==> config.mk <==
export PLATFORM = sky130hd
export DESIGN_NAME = polygon_point_containment_unit
export DESIGN_NICKNAME = d
export VERILOG_FILES = /design/src/rtl/ppc_pkg.sv /design/src/rtl/ppc_cell.sv /design/src/rtl/ppc_edge.sv /design/src/rtl/polygon_point_containment_unit.sv
export VERILOG_INCLUDE_DIRS = /design/src /design/src/rtl
export SDC_FILE = /design/constraint.sdc
export NUM_CORES = 2
export LEC_CHECK = 0
export BUFFER_PORTS_ARGS = -buffer_cell sky130_fd_sc_hd__buf_2
export CAP_MARGIN = 10
export CORE_MARGIN = 2
export CORE_UTILIZATION = 25
export CTS_BUF_LIST = sky130_fd_sc_hd__clkbuf_4
export DETAILED_ROUTE_END_ITERATION = 10
export GPL_TIMING_DRIVEN = 0
export SYNTH_ARGS = -nofsm -noshare
export SYNTH_HDL_FRONTEND = slang
export SYNTH_HIERARCHICAL = 1
export SYNTH_SLANG_ARGS = --single-unit
export TNS_END_PERCENT = 30
==> constraint.sdc <==
create_clock -name i_clk -period 8.3 [get_ports i_clk]
set_input_delay 1.245 -clock i_clk [delete_from_list [all_inputs] [get_ports i_clk]]
set_output_delay 1.245 -clock i_clk [all_outputs]
set_load 0.05 [all_outputs]
==> src/rtl/polygon_point_containment_unit_assert.svh <==
// Assertion macros for the polygon point containment unit.
`ifndef POLYGON_POINT_CONTAINMENT_UNIT_ASSERT_SVH
`define POLYGON_POINT_CONTAINMENT_UNIT_ASSERT_SVH

`ifndef ASSERT_OFF
// Same-cycle implication, checked out of reset.
`define PPC_ASSERT_IMP(label, clk, rst_n, ante, cons) \
    label: assert property (@(posedge clk) disable iff (!rst_n) (ante) |-> (cons)) \
        else $error("ppc assertion failed");
// Next-cycle implication, checked out of reset.
`define PPC_ASSERT_NXT(label, clk, rst_n, ante, cons) \
    label: assert property (@(posedge clk) disable iff (!rst_n) (ante) |=> (cons)) \
        else $error("ppc assertion failed");
`else
`define PPC_ASSERT_IMP(label, clk, rst_n, ante, cons)
`define PPC_ASSERT_NXT(label, clk, rst_n, ante, cons)
`endif

`endif

==> src/rtl/ppc_pkg.sv <==
// Shared types and constants for the polygon point containment unit.
package ppc_pkg;

    localparam int COORD_W          = 16;
    localparam int DIFF_W           = COORD_W + 1;
    localparam int PROD_W           = 2 * DIFF_W;
    localparam int CNT_W            = 5;
    localparam int IDX_W            = 4;
    localparam int MAX_VERTICES_DEF = 16;
    localparam int IN_DATA_W        = 40;
    localparam int OUT_DATA_W       = 8;

    localparam logic OP_LOAD  = 1'b0;
    localparam logic OP_QUERY = 1'b1;

    typedef struct packed {
        logic signed [COORD_W-1:0] y;
        logic signed [COORD_W-1:0] x;
    } t_vertex;

    // per-cell control
    typedef struct packed {
        logic wr;
        logic shift;
        logic wrap;
    } t_cell_ctl;

    // sequencer -> edge unit
    typedef struct packed {
        logic clear;
        logic issue;
    } t_edge_ctl;

    // edge unit -> sequencer
    typedef struct packed {
        logic busy;
        logic parity;
        logic hit;
    } t_edge_sts;

endpackage

==> src/rtl/ppc_cell.sv <==
// One vertex cell of the rotating vertex ring.
module ppc_cell (
    input  logic               i_clk,
    input  ppc_pkg::t_cell_ctl i_ctl,
    input  ppc_pkg::t_vertex   i_wr_vtx,
    input  ppc_pkg::t_vertex   i_next,
    input  ppc_pkg::t_vertex   i_first,
    output ppc_pkg::t_vertex   o_vtx
);

    ppc_pkg::t_vertex r_vtx;

    // load wins; rotate takes the neighbor, or cell 0 at the ring's end
    always_ff @(posedge i_clk) begin
        if (i_ctl.wr) begin
            r_vtx <= i_wr_vtx;
        end else if (i_ctl.shift) begin
            r_vtx <= i_ctl.wrap ? i_first : i_next;
        end
    end

    assign o_vtx = r_vtx;

endmodule

==> src/rtl/ppc_edge.sv <==
// Three-stage edge crossing test with parity and vertex-hit accumulation.
module ppc_edge (
    input  logic                                  i_clk,
    input  logic                                  i_rst_n,
    input  ppc_pkg::t_edge_ctl                    i_ctl,
    input  ppc_pkg::t_vertex                      i_head,
    input  ppc_pkg::t_vertex                      i_prev,
    input  logic signed [ppc_pkg::COORD_W-1:0]    i_px,
    input  logic signed [ppc_pkg::COORD_W-1:0]    i_py,
    output ppc_pkg::t_edge_sts                    o_sts
);

    localparam int DW = ppc_pkg::DIFF_W;
    localparam int PW = ppc_pkg::PROD_W;

    // stage 1: differences
    logic                 r_s1_vld;
    logic                 r_s1_hit;
    logic                 r_s1_str;
    logic signed [DW-1:0] r_s1_dxp;
    logic signed [DW-1:0] r_s1_dy;
    logic signed [DW-1:0] r_s1_dxe;
    logic signed [DW-1:0] r_s1_dyp;

    // stage 2: products
    logic                 r_s2_vld;
    logic                 r_s2_hit;
    logic                 r_s2_str;
    logic                 r_s2_dypos;
    logic signed [PW-1:0] r_s2_lhs;
    logic signed [PW-1:0] r_s2_rhs;

    // stage 3: accumulators
    logic r_parity;
    logic r_hit;

    logic signed [DW-1:0] n_dxp;
    logic signed [DW-1:0] n_dy;
    logic signed [DW-1:0] n_dxe;
    logic signed [DW-1:0] n_dyp;
    logic                 n_str;
    logic                 n_hit;
    logic signed [PW-1:0] n_lhs;
    logic signed [PW-1:0] n_rhs;
    logic                 n_right;

    always_comb begin
        n_dxp = $signed({i_px[ppc_pkg::COORD_W-1], i_px})
              - $signed({i_head.x[ppc_pkg::COORD_W-1], i_head.x});
        n_dy  = $signed({i_prev.y[ppc_pkg::COORD_W-1], i_prev.y})
              - $signed({i_head.y[ppc_pkg::COORD_W-1], i_head.y});
        n_dxe = $signed({i_prev.x[ppc_pkg::COORD_W-1], i_prev.x})
              - $signed({i_head.x[ppc_pkg::COORD_W-1], i_head.x});
        n_dyp = $signed({i_py[ppc_pkg::COORD_W-1], i_py})
              - $signed({i_head.y[ppc_pkg::COORD_W-1], i_head.y});
        n_str = (i_head.y > i_py) != (i_prev.y > i_py);
        n_hit = (i_px == i_head.x) && (i_py == i_head.y);
        n_lhs = r_s1_dxp * r_s1_dy;
        n_rhs = r_s1_dxe * r_s1_dyp;
        // compare direction follows the sign of the edge's y span
        n_right = r_s2_dypos ? (r_s2_lhs < r_s2_rhs) : (r_s2_lhs > r_s2_rhs);
    end

    always_ff @(posedge i_clk) begin
        if (!i_rst_n) begin
            r_s1_vld <= 1'b0;
            r_s2_vld <= 1'b0;
            r_parity <= 1'b0;
            r_hit    <= 1'b0;
        end else begin
            r_s1_vld <= i_ctl.issue;
            r_s2_vld <= r_s1_vld;
            if (i_ctl.clear) begin
                r_parity <= 1'b0;
                r_hit    <= 1'b0;
            end else if (r_s2_vld) begin
                r_parity <= r_parity ^ (r_s2_str & n_right);
                r_hit    <= r_hit | r_s2_hit;
            end
        end
    end

    always_ff @(posedge i_clk) begin
        r_s1_hit   <= n_hit;
        r_s1_str   <= n_str;
        r_s1_dxp   <= n_dxp;
        r_s1_dy    <= n_dy;
        r_s1_dxe   <= n_dxe;
        r_s1_dyp   <= n_dyp;
        r_s2_hit   <= r_s1_hit;
        r_s2_str   <= r_s1_str;
        r_s2_dypos <= !r_s1_dy[DW-1] && (r_s1_dy != '0);
        r_s2_lhs   <= n_lhs;
        r_s2_rhs   <= n_rhs;
    end

    assign o_sts.busy   = r_s1_vld | r_s2_vld;
    assign o_sts.parity = r_parity;
    assign o_sts.hit    = r_hit;

endmodule

==> src/rtl/polygon_point_containment_unit.sv <==
// Polygon point containment unit: vertex ring, edge test pipeline and sequencer.
// A load beat writes its cell as it is taken; a query result is registered once the
// ring of vertex cells, rotating one vertex past the edge unit per cycle, has turned
// and the edge pipeline has drained, n being the vertex count in use (clamped to
// MAX_VERTICES); n = 0 skips the ring. No beat is taken until the result is loaded.
// Reset (synchronous, active low) clears control, the count and the output; vertex
// cells are not cleared and must be written before they are queried.
`include "polygon_point_containment_unit_assert.svh"

module polygon_point_containment_unit #(
    parameter int MAX_VERTICES = ppc_pkg::MAX_VERTICES_DEF
) (
    input  logic                            i_clk,
    input  logic                            i_rst_n,
    // config: vertex_count
    input  logic                            i_cfg_valid,
    output logic                            o_cfg_ready,
    input  logic [ppc_pkg::CNT_W-1:0]       i_cfg_data,     // [4:0] vertex_count
    // item stream in
    input  logic                            i_s_axis_tvalid,
    output logic                            o_s_axis_tready,
    input  logic [ppc_pkg::IN_DATA_W-1:0]   i_s_axis_tdata, // [3:0] vertex_index,
                                                            // [19:4] point_x,
                                                            // [35:20] point_y, rest 0
    input  logic                            i_s_axis_tuser, // [0] opcode
    // result stream out
    output logic                            o_m_axis_tvalid,
    input  logic                            i_m_axis_tready,
    output logic [ppc_pkg::OUT_DATA_W-1:0]  o_m_axis_tdata  // [0] inside_res,
                                                            // [1] on_vertex, rest 0
);

    localparam int CW = ppc_pkg::CNT_W;

    // sequencer states
    localparam logic [1:0] ST_IDLE  = 2'd0;
    localparam logic [1:0] ST_RUN   = 2'd1;
    localparam logic [1:0] ST_DRAIN = 2'd2;
    localparam logic [1:0] ST_DONE  = 2'd3;

    logic [1:0]                          r_state;
    logic [1:0]                          n_state;
    logic [CW-1:0]                       r_cnt;
    logic [CW-1:0]                       r_step;
    logic [CW-1:0]                       n_step;
    logic signed [ppc_pkg::COORD_W-1:0]  r_px;
    logic signed [ppc_pkg::COORD_W-1:0]  r_py;
    ppc_pkg::t_vertex                    r_prev;
    logic                                r_out_valid;
    logic                                r_out_inside;
    logic                                r_out_hit;

    logic [CW-1:0]                       w_n;
    logic                                w_in_acc;
    logic                                w_query;
    logic                                w_load;
    logic                                w_shift;
    logic                                w_out_load;
    logic [ppc_pkg::IDX_W-1:0]           w_idx;
    ppc_pkg::t_vertex                    w_in_vtx;
    ppc_pkg::t_vertex                    w_vtx [MAX_VERTICES];
    ppc_pkg::t_edge_ctl                  w_ectl;
    ppc_pkg::t_edge_sts                  w_ests;

    // unpack the input beat
    assign w_idx      = i_s_axis_tdata[ppc_pkg::IDX_W-1:0];
    assign w_in_vtx.x = i_s_axis_tdata[19:4];
    assign w_in_vtx.y = i_s_axis_tdata[35:20];

    // count in use, clamped to the number of cells
    assign w_n = (32'(r_cnt) > 32'(MAX_VERTICES)) ? CW'(MAX_VERTICES) : r_cnt;

    assign o_cfg_ready     = 1'b1;
    assign o_s_axis_tready = (r_state == ST_IDLE);
    assign w_in_acc        = i_s_axis_tvalid && o_s_axis_tready;
    assign w_query         = w_in_acc && (i_s_axis_tuser == ppc_pkg::OP_QUERY);
    assign w_load          = w_in_acc && (i_s_axis_tuser == ppc_pkg::OP_LOAD);

    // The ring rotates n times per query. While the
    // previous-vertex register takes vertex 0 at the query beat, the ring rotates
    // once at that beat, then on every run step but the last, so the cells end
    // where they started. Edge pairs seen at the head: (v1,v0), (v2,v1), ..., (v0,v[n-1]).
    assign w_shift = (w_query && (w_n != '0)) || ((r_state == ST_RUN) && (r_step != '0));

    // ---------------- vertex ring ----------------
    for (genvar k = 0; k < MAX_VERTICES; k++) begin : g_cell
        ppc_pkg::t_cell_ctl w_cctl;
        ppc_pkg::t_vertex   w_next;

        assign w_cctl.wr    = w_load && (32'(w_idx) == 32'(k));
        assign w_cctl.shift = w_shift && (32'(k) < 32'(w_n));
        assign w_cctl.wrap  = ((32'(k) + 32'd1) == 32'(w_n));
        assign w_next       = w_vtx[(k + 1) % MAX_VERTICES];

        ppc_cell u_cell (
            .i_clk    (i_clk),
            .i_ctl    (w_cctl),
            .i_wr_vtx (w_in_vtx),
            .i_next   (w_next),
            .i_first  (w_vtx[0]),
            .o_vtx    (w_vtx[k])
        );
    end

    // ---------------- edge test ----------------
    assign w_ectl.clear = w_query;
    assign w_ectl.issue = (r_state == ST_RUN);

    ppc_edge u_edge (
        .i_clk   (i_clk),
        .i_rst_n (i_rst_n),
        .i_ctl   (w_ectl),
        .i_head  (w_vtx[0]),
        .i_prev  (r_prev),
        .i_px    (r_px),
        .i_py    (r_py),
        .o_sts   (w_ests)
    );

    // ---------------- sequencer ----------------
    assign w_out_load = (r_state == ST_DONE) && (!r_out_valid || i_m_axis_tready);

    always_comb begin
        n_state = r_state;
        n_step  = r_step;
        case (r_state)
            ST_IDLE: begin
                if (w_query) begin
                    n_step  = w_n - CW'(1);
                    n_state = (w_n == '0) ? ST_DONE : ST_RUN;
                end
            end
            ST_RUN: begin
                n_step = r_step - CW'(1);
                if (r_step == '0) begin
                    n_state = ST_DRAIN;
                end
            end
            ST_DRAIN: begin
                if (!w_ests.busy) begin
                    n_state = ST_DONE;
                end
            end
            ST_DONE: begin
                if (w_out_load) begin
                    n_state = ST_IDLE;
                end
            end
            default: begin
                n_state = ST_IDLE;
            end
        endcase
    end

    always_ff @(posedge i_clk) begin
        if (!i_rst_n) begin
            r_state     <= ST_IDLE;
            r_step      <= '0;
            r_cnt       <= '0;
            r_out_valid <= 1'b0;
        end else begin
            r_state <= n_state;
            r_step  <= n_step;
            if (i_cfg_valid && o_cfg_ready) begin
                r_cnt <= i_cfg_data;
            end
            if (w_out_load) begin
                r_out_valid <= 1'b1;
            end else if (i_m_axis_tready) begin
                r_out_valid <= 1'b0;
            end
        end
    end

    // payload registers
    always_ff @(posedge i_clk) begin
        if (w_query) begin
            r_px   <= w_in_vtx.x;
            r_py   <= w_in_vtx.y;
            r_prev <= w_vtx[0];
        end else if (r_state == ST_RUN) begin
            r_prev <= w_vtx[0];
        end
        if (w_out_load) begin
            // a vertex hit forces outside
            r_out_inside <= w_ests.parity && !w_ests.hit;
            r_out_hit    <= w_ests.hit;
        end
    end

    assign o_m_axis_tvalid = r_out_valid;
    assign o_m_axis_tdata  = {{(ppc_pkg::OUT_DATA_W - 2){1'b0}}, r_out_hit, r_out_inside};

    // ---------------- checks ----------------
    `PPC_ASSERT_IMP(a_idle_pipe_empty, i_clk, i_rst_n, r_state == ST_IDLE, !w_ests.busy)
    `PPC_ASSERT_IMP(a_step_in_range, i_clk, i_rst_n, r_state == ST_RUN, r_step < w_n)
    `PPC_ASSERT_IMP(a_hit_is_outside, i_clk, i_rst_n, r_out_valid && r_out_hit, !r_out_inside)
    `PPC_ASSERT_NXT(a_query_starts, i_clk, i_rst_n, w_query && (w_n != '0), r_state == ST_RUN)

endmodule

==> results.cfg <==
[grt]
grt_pass1_vias = 42520
grt_pass1_wl_microns = 231100
grt_antenna_before_repair = 5
grt_max_degree = 38
track_usage_pct = 11.98
grt_overflow = 0

[layout]
final_common_cell = nand2_1
syn2layout_area_growth_pct = 11.24
final_nets = 6809
layout_common_cells = nand2_1 (825), inv_1 (726), fa_1 (595), edfxtp_1 (578), mux2i_1 (522)
instances_no_fill = 9152
drive_gt1_share_pct = 9.247

[synth]
ys_seq_area_share_pct = 34.76
syn-cell-area_sq_um = 59030
synthCells = 5627
synth.avg_cell_area_sq_um = 10.49
synth_edf_count = 578
postSynth.asyncResetShare_pct = 0
synth_cell_types = 86
ys_ff_latch = 736
ys.flop_type = edfxtp_1
yosys_warnings = 6

[worst_hold_path]
hold_end = u_edge/r_s2_str
hp-class = flop to flop
min_from = u_edge/r_s1_str
holdPathStages = 0

[cts]
cts_tree = done
htreeDepth = 4
clkTransAtPathRegs_ns = 0.07
clock_path_buffers = 3
cts_made_buffers = 182
root_buffer = clkbuf_4
clk_latency_ns = 1.14
cts_sinks = 736
cts_setup_buffers = 0

[placement]
globalplace.congestion = 0.9127
dp_hpwl_microns = 116900
port-buffer-count = 49
placedCellCount = 8832

[timing]
tightest_slew_ns = 1.090
finalCritPeriodShare_pct = 94.66
fin_tns_setup_ns = 0
maxSlewViolCount = 0
skew_ns = 0.1011
hold_viol_final = 0
fmax_mhz = 127.3
setup_viol = 0
rsz0062_at_grt = false
fin_crit_ns = 7.857
maxSlewHeadroom_pct = 26.29

[critical_path]
cp-end-kind = flop
reg2reg_to = u_edge/r_s2_lhs[31]
cp.required_ns = 9.27
reg2reg_from = u_edge/r_s1_dy[3]
critPathMaxFanout = 10
crit_type = flop to flop
arrival_ns = 8.82
cp-start-kind = flop
reg2reg_slack_ns = 0.44
rr_worst_depth = 21

[detailed_routing]
vias = 40380
ant_nets = 0
wl_per_cell_microns = 15.82
drt-total-wl_microns = 144800
first_pass_iters = 5
via_per_inst = 4.412
drc = 0
drtIter0Drc = 2627

[floorplan]
core_area_sq_um = 235000
num_rows = 178
die-area_sq_um = 240000
die_x_microns = 489.9
die_h_microns = 489.9
io_pins = 62
initial_core_util_pct = 25.12

[flow_run]
maxCapViolations = 0

[run_status]
status = finished, final reports clean
metrics by stage:
stage               util, %  hold WS (ns)  instance area, sq um  worst slack (ns)
global route          27.94        0.3030                 65660           0.03788
global placement      26.91        0.3152                 63230            0.4318
CTS                   27.93        0.2148                 65630            0.3325
finish                27.95        0.3354                 65660            0.4429
detailed placement    26.92        0.3132                 63260            0.3888
floorplan                 -        0.3096                 59050             2.009
worst max path at each step:
stage | startpoint | slack (ns) | to
detailed placement | u_edge/r_s1_dxp[16] | 0.39 | u_edge/r_s2_lhs[31]
global route | u_edge/r_s1_dxp[16] | 0.04 | u_edge/r_s2_lhs[31]
CTS | u_edge/r_s1_dxp[16] | 0.33 | u_edge/r_s2_lhs[31]
global placement | u_edge/r_s1_dxp[16] | 0.43 | u_edge/r_s2_lhs[31]
finish | u_edge/r_s1_dy[3] | 0.44 | u_edge/r_s2_lhs[31]
floorplan | u_edge/r_s1_dyp[8] | 2.01 | u_edge/r_s2_rhs[32]
cells in the mapped netlist, types with 18 or more instances:
master,count,area [sq um]
o21ai_1,489,2447
nor3_1,50,250.2
o21a_1,26,195.2
nand2b_1,22,137.6
buf_12,48,960.9
nor2b_1,36,225.2
or2_2,20,125.1
buf_2,97,485.5
nand2_1,826,3100
o21ai_0,80,400.4
nand3_1,36,180.2
inv_1,727,2729
clkbuf_1,104,390.4
fa_1,596,11930
ha_1,296,3704
edfxtp_1,578,17360
mux2i_1,522,5225
a21o_1,34,255.2
nor2_1,138,518.0
a21oi_1,92,460.4
and2_1,302,1889
and3_1,18,112.6
xnor2_1,96,840.8
dfxtp_1,158,3163
registers in the layout, summed over array words and instances (netlist names), 2 cells and up:
| register | cells |
|---|---|
| g_cell.u_cell/o_vtx | 512 |
| r_cnt | 5 |
| r_prev | 32 |
| r_px | 16 |
| r_py | 16 |
| r_state | 2 |
| r_step | 5 |
| u_edge/r_s1_dxe | 17 |
| u_edge/r_s1_dxp | 17 |
| u_edge/r_s1_dy | 17 |
| u_edge/r_s1_dyp | 17 |
| u_edge/r_s2_lhs | 34 |
| u_edge/r_s2_rhs | 34 |
routing by layer:
metal / global-route usage (%) / wire length [microns]
met1: 15.48 / 64480
met2: 20.49 / 69860
met3: 1.749 / 7080
met4: 3.799 / 3397
met5: 0 / 0
worst max-delay path: stages, from the launching register on:
cell       delay, ns
dfxtp_1         0.64
clkbuf_1        0.49
nand2_1         0.17
inv_1           0.11
fa_1            0.58
fa_2            0.84
fa_1            0.51
fa_1            0.54
fa_1            0.50
inv_1           0.05
fa_1            0.53
inv_1           0.06
ha_1            0.44
nand3_1         0.26
nor3_1          0.36
o2111ai_1       0.16
and3_1          0.28
a211oi_1        0.50
a21oi_1         0.17
o21ai_0         0.24
a211oi_1        0.10
a21oi_1         0.16
cell families (layout without fill, tap and decap cells):
logic type                 after synthesis  after routing  share of synthesized area [%]
DFF                                    736            736                          34.76
muxes                                  522            522                          8.852
xor gates and xnor gates               113            113                          1.677
other                                    2             18                        0.01272
and+or+nand+nor                       1513           1513                          11.87
AOI/OAI and AO/OA                      844            844                          8.150
buffers and inverters                 1005           1364                          8.193
adders and majority gates              892            892                          26.49
area by class of cell:
cell class,instances,area (sq um)
buffer,278,2107
inverter,727,2729
sequential,736,20520
fill,24440,169300
multi-input combinational,3891,33700
clock inverter,45,394.1
timing repair buffer,50,265.3
tap,3150,3941
clock buffer,264,1982
antenna,11,27.53
what timing repair did:
action | 4_1_cts | 5_1_grt
gates resized for setup | 0 | 1
hold buffers | 0 | 0
setup endpoints to repair | 0 | 2
Power is not shown: default switching activity piles up to over one toggle a cycle in this logic, so the estimate is an artifact.
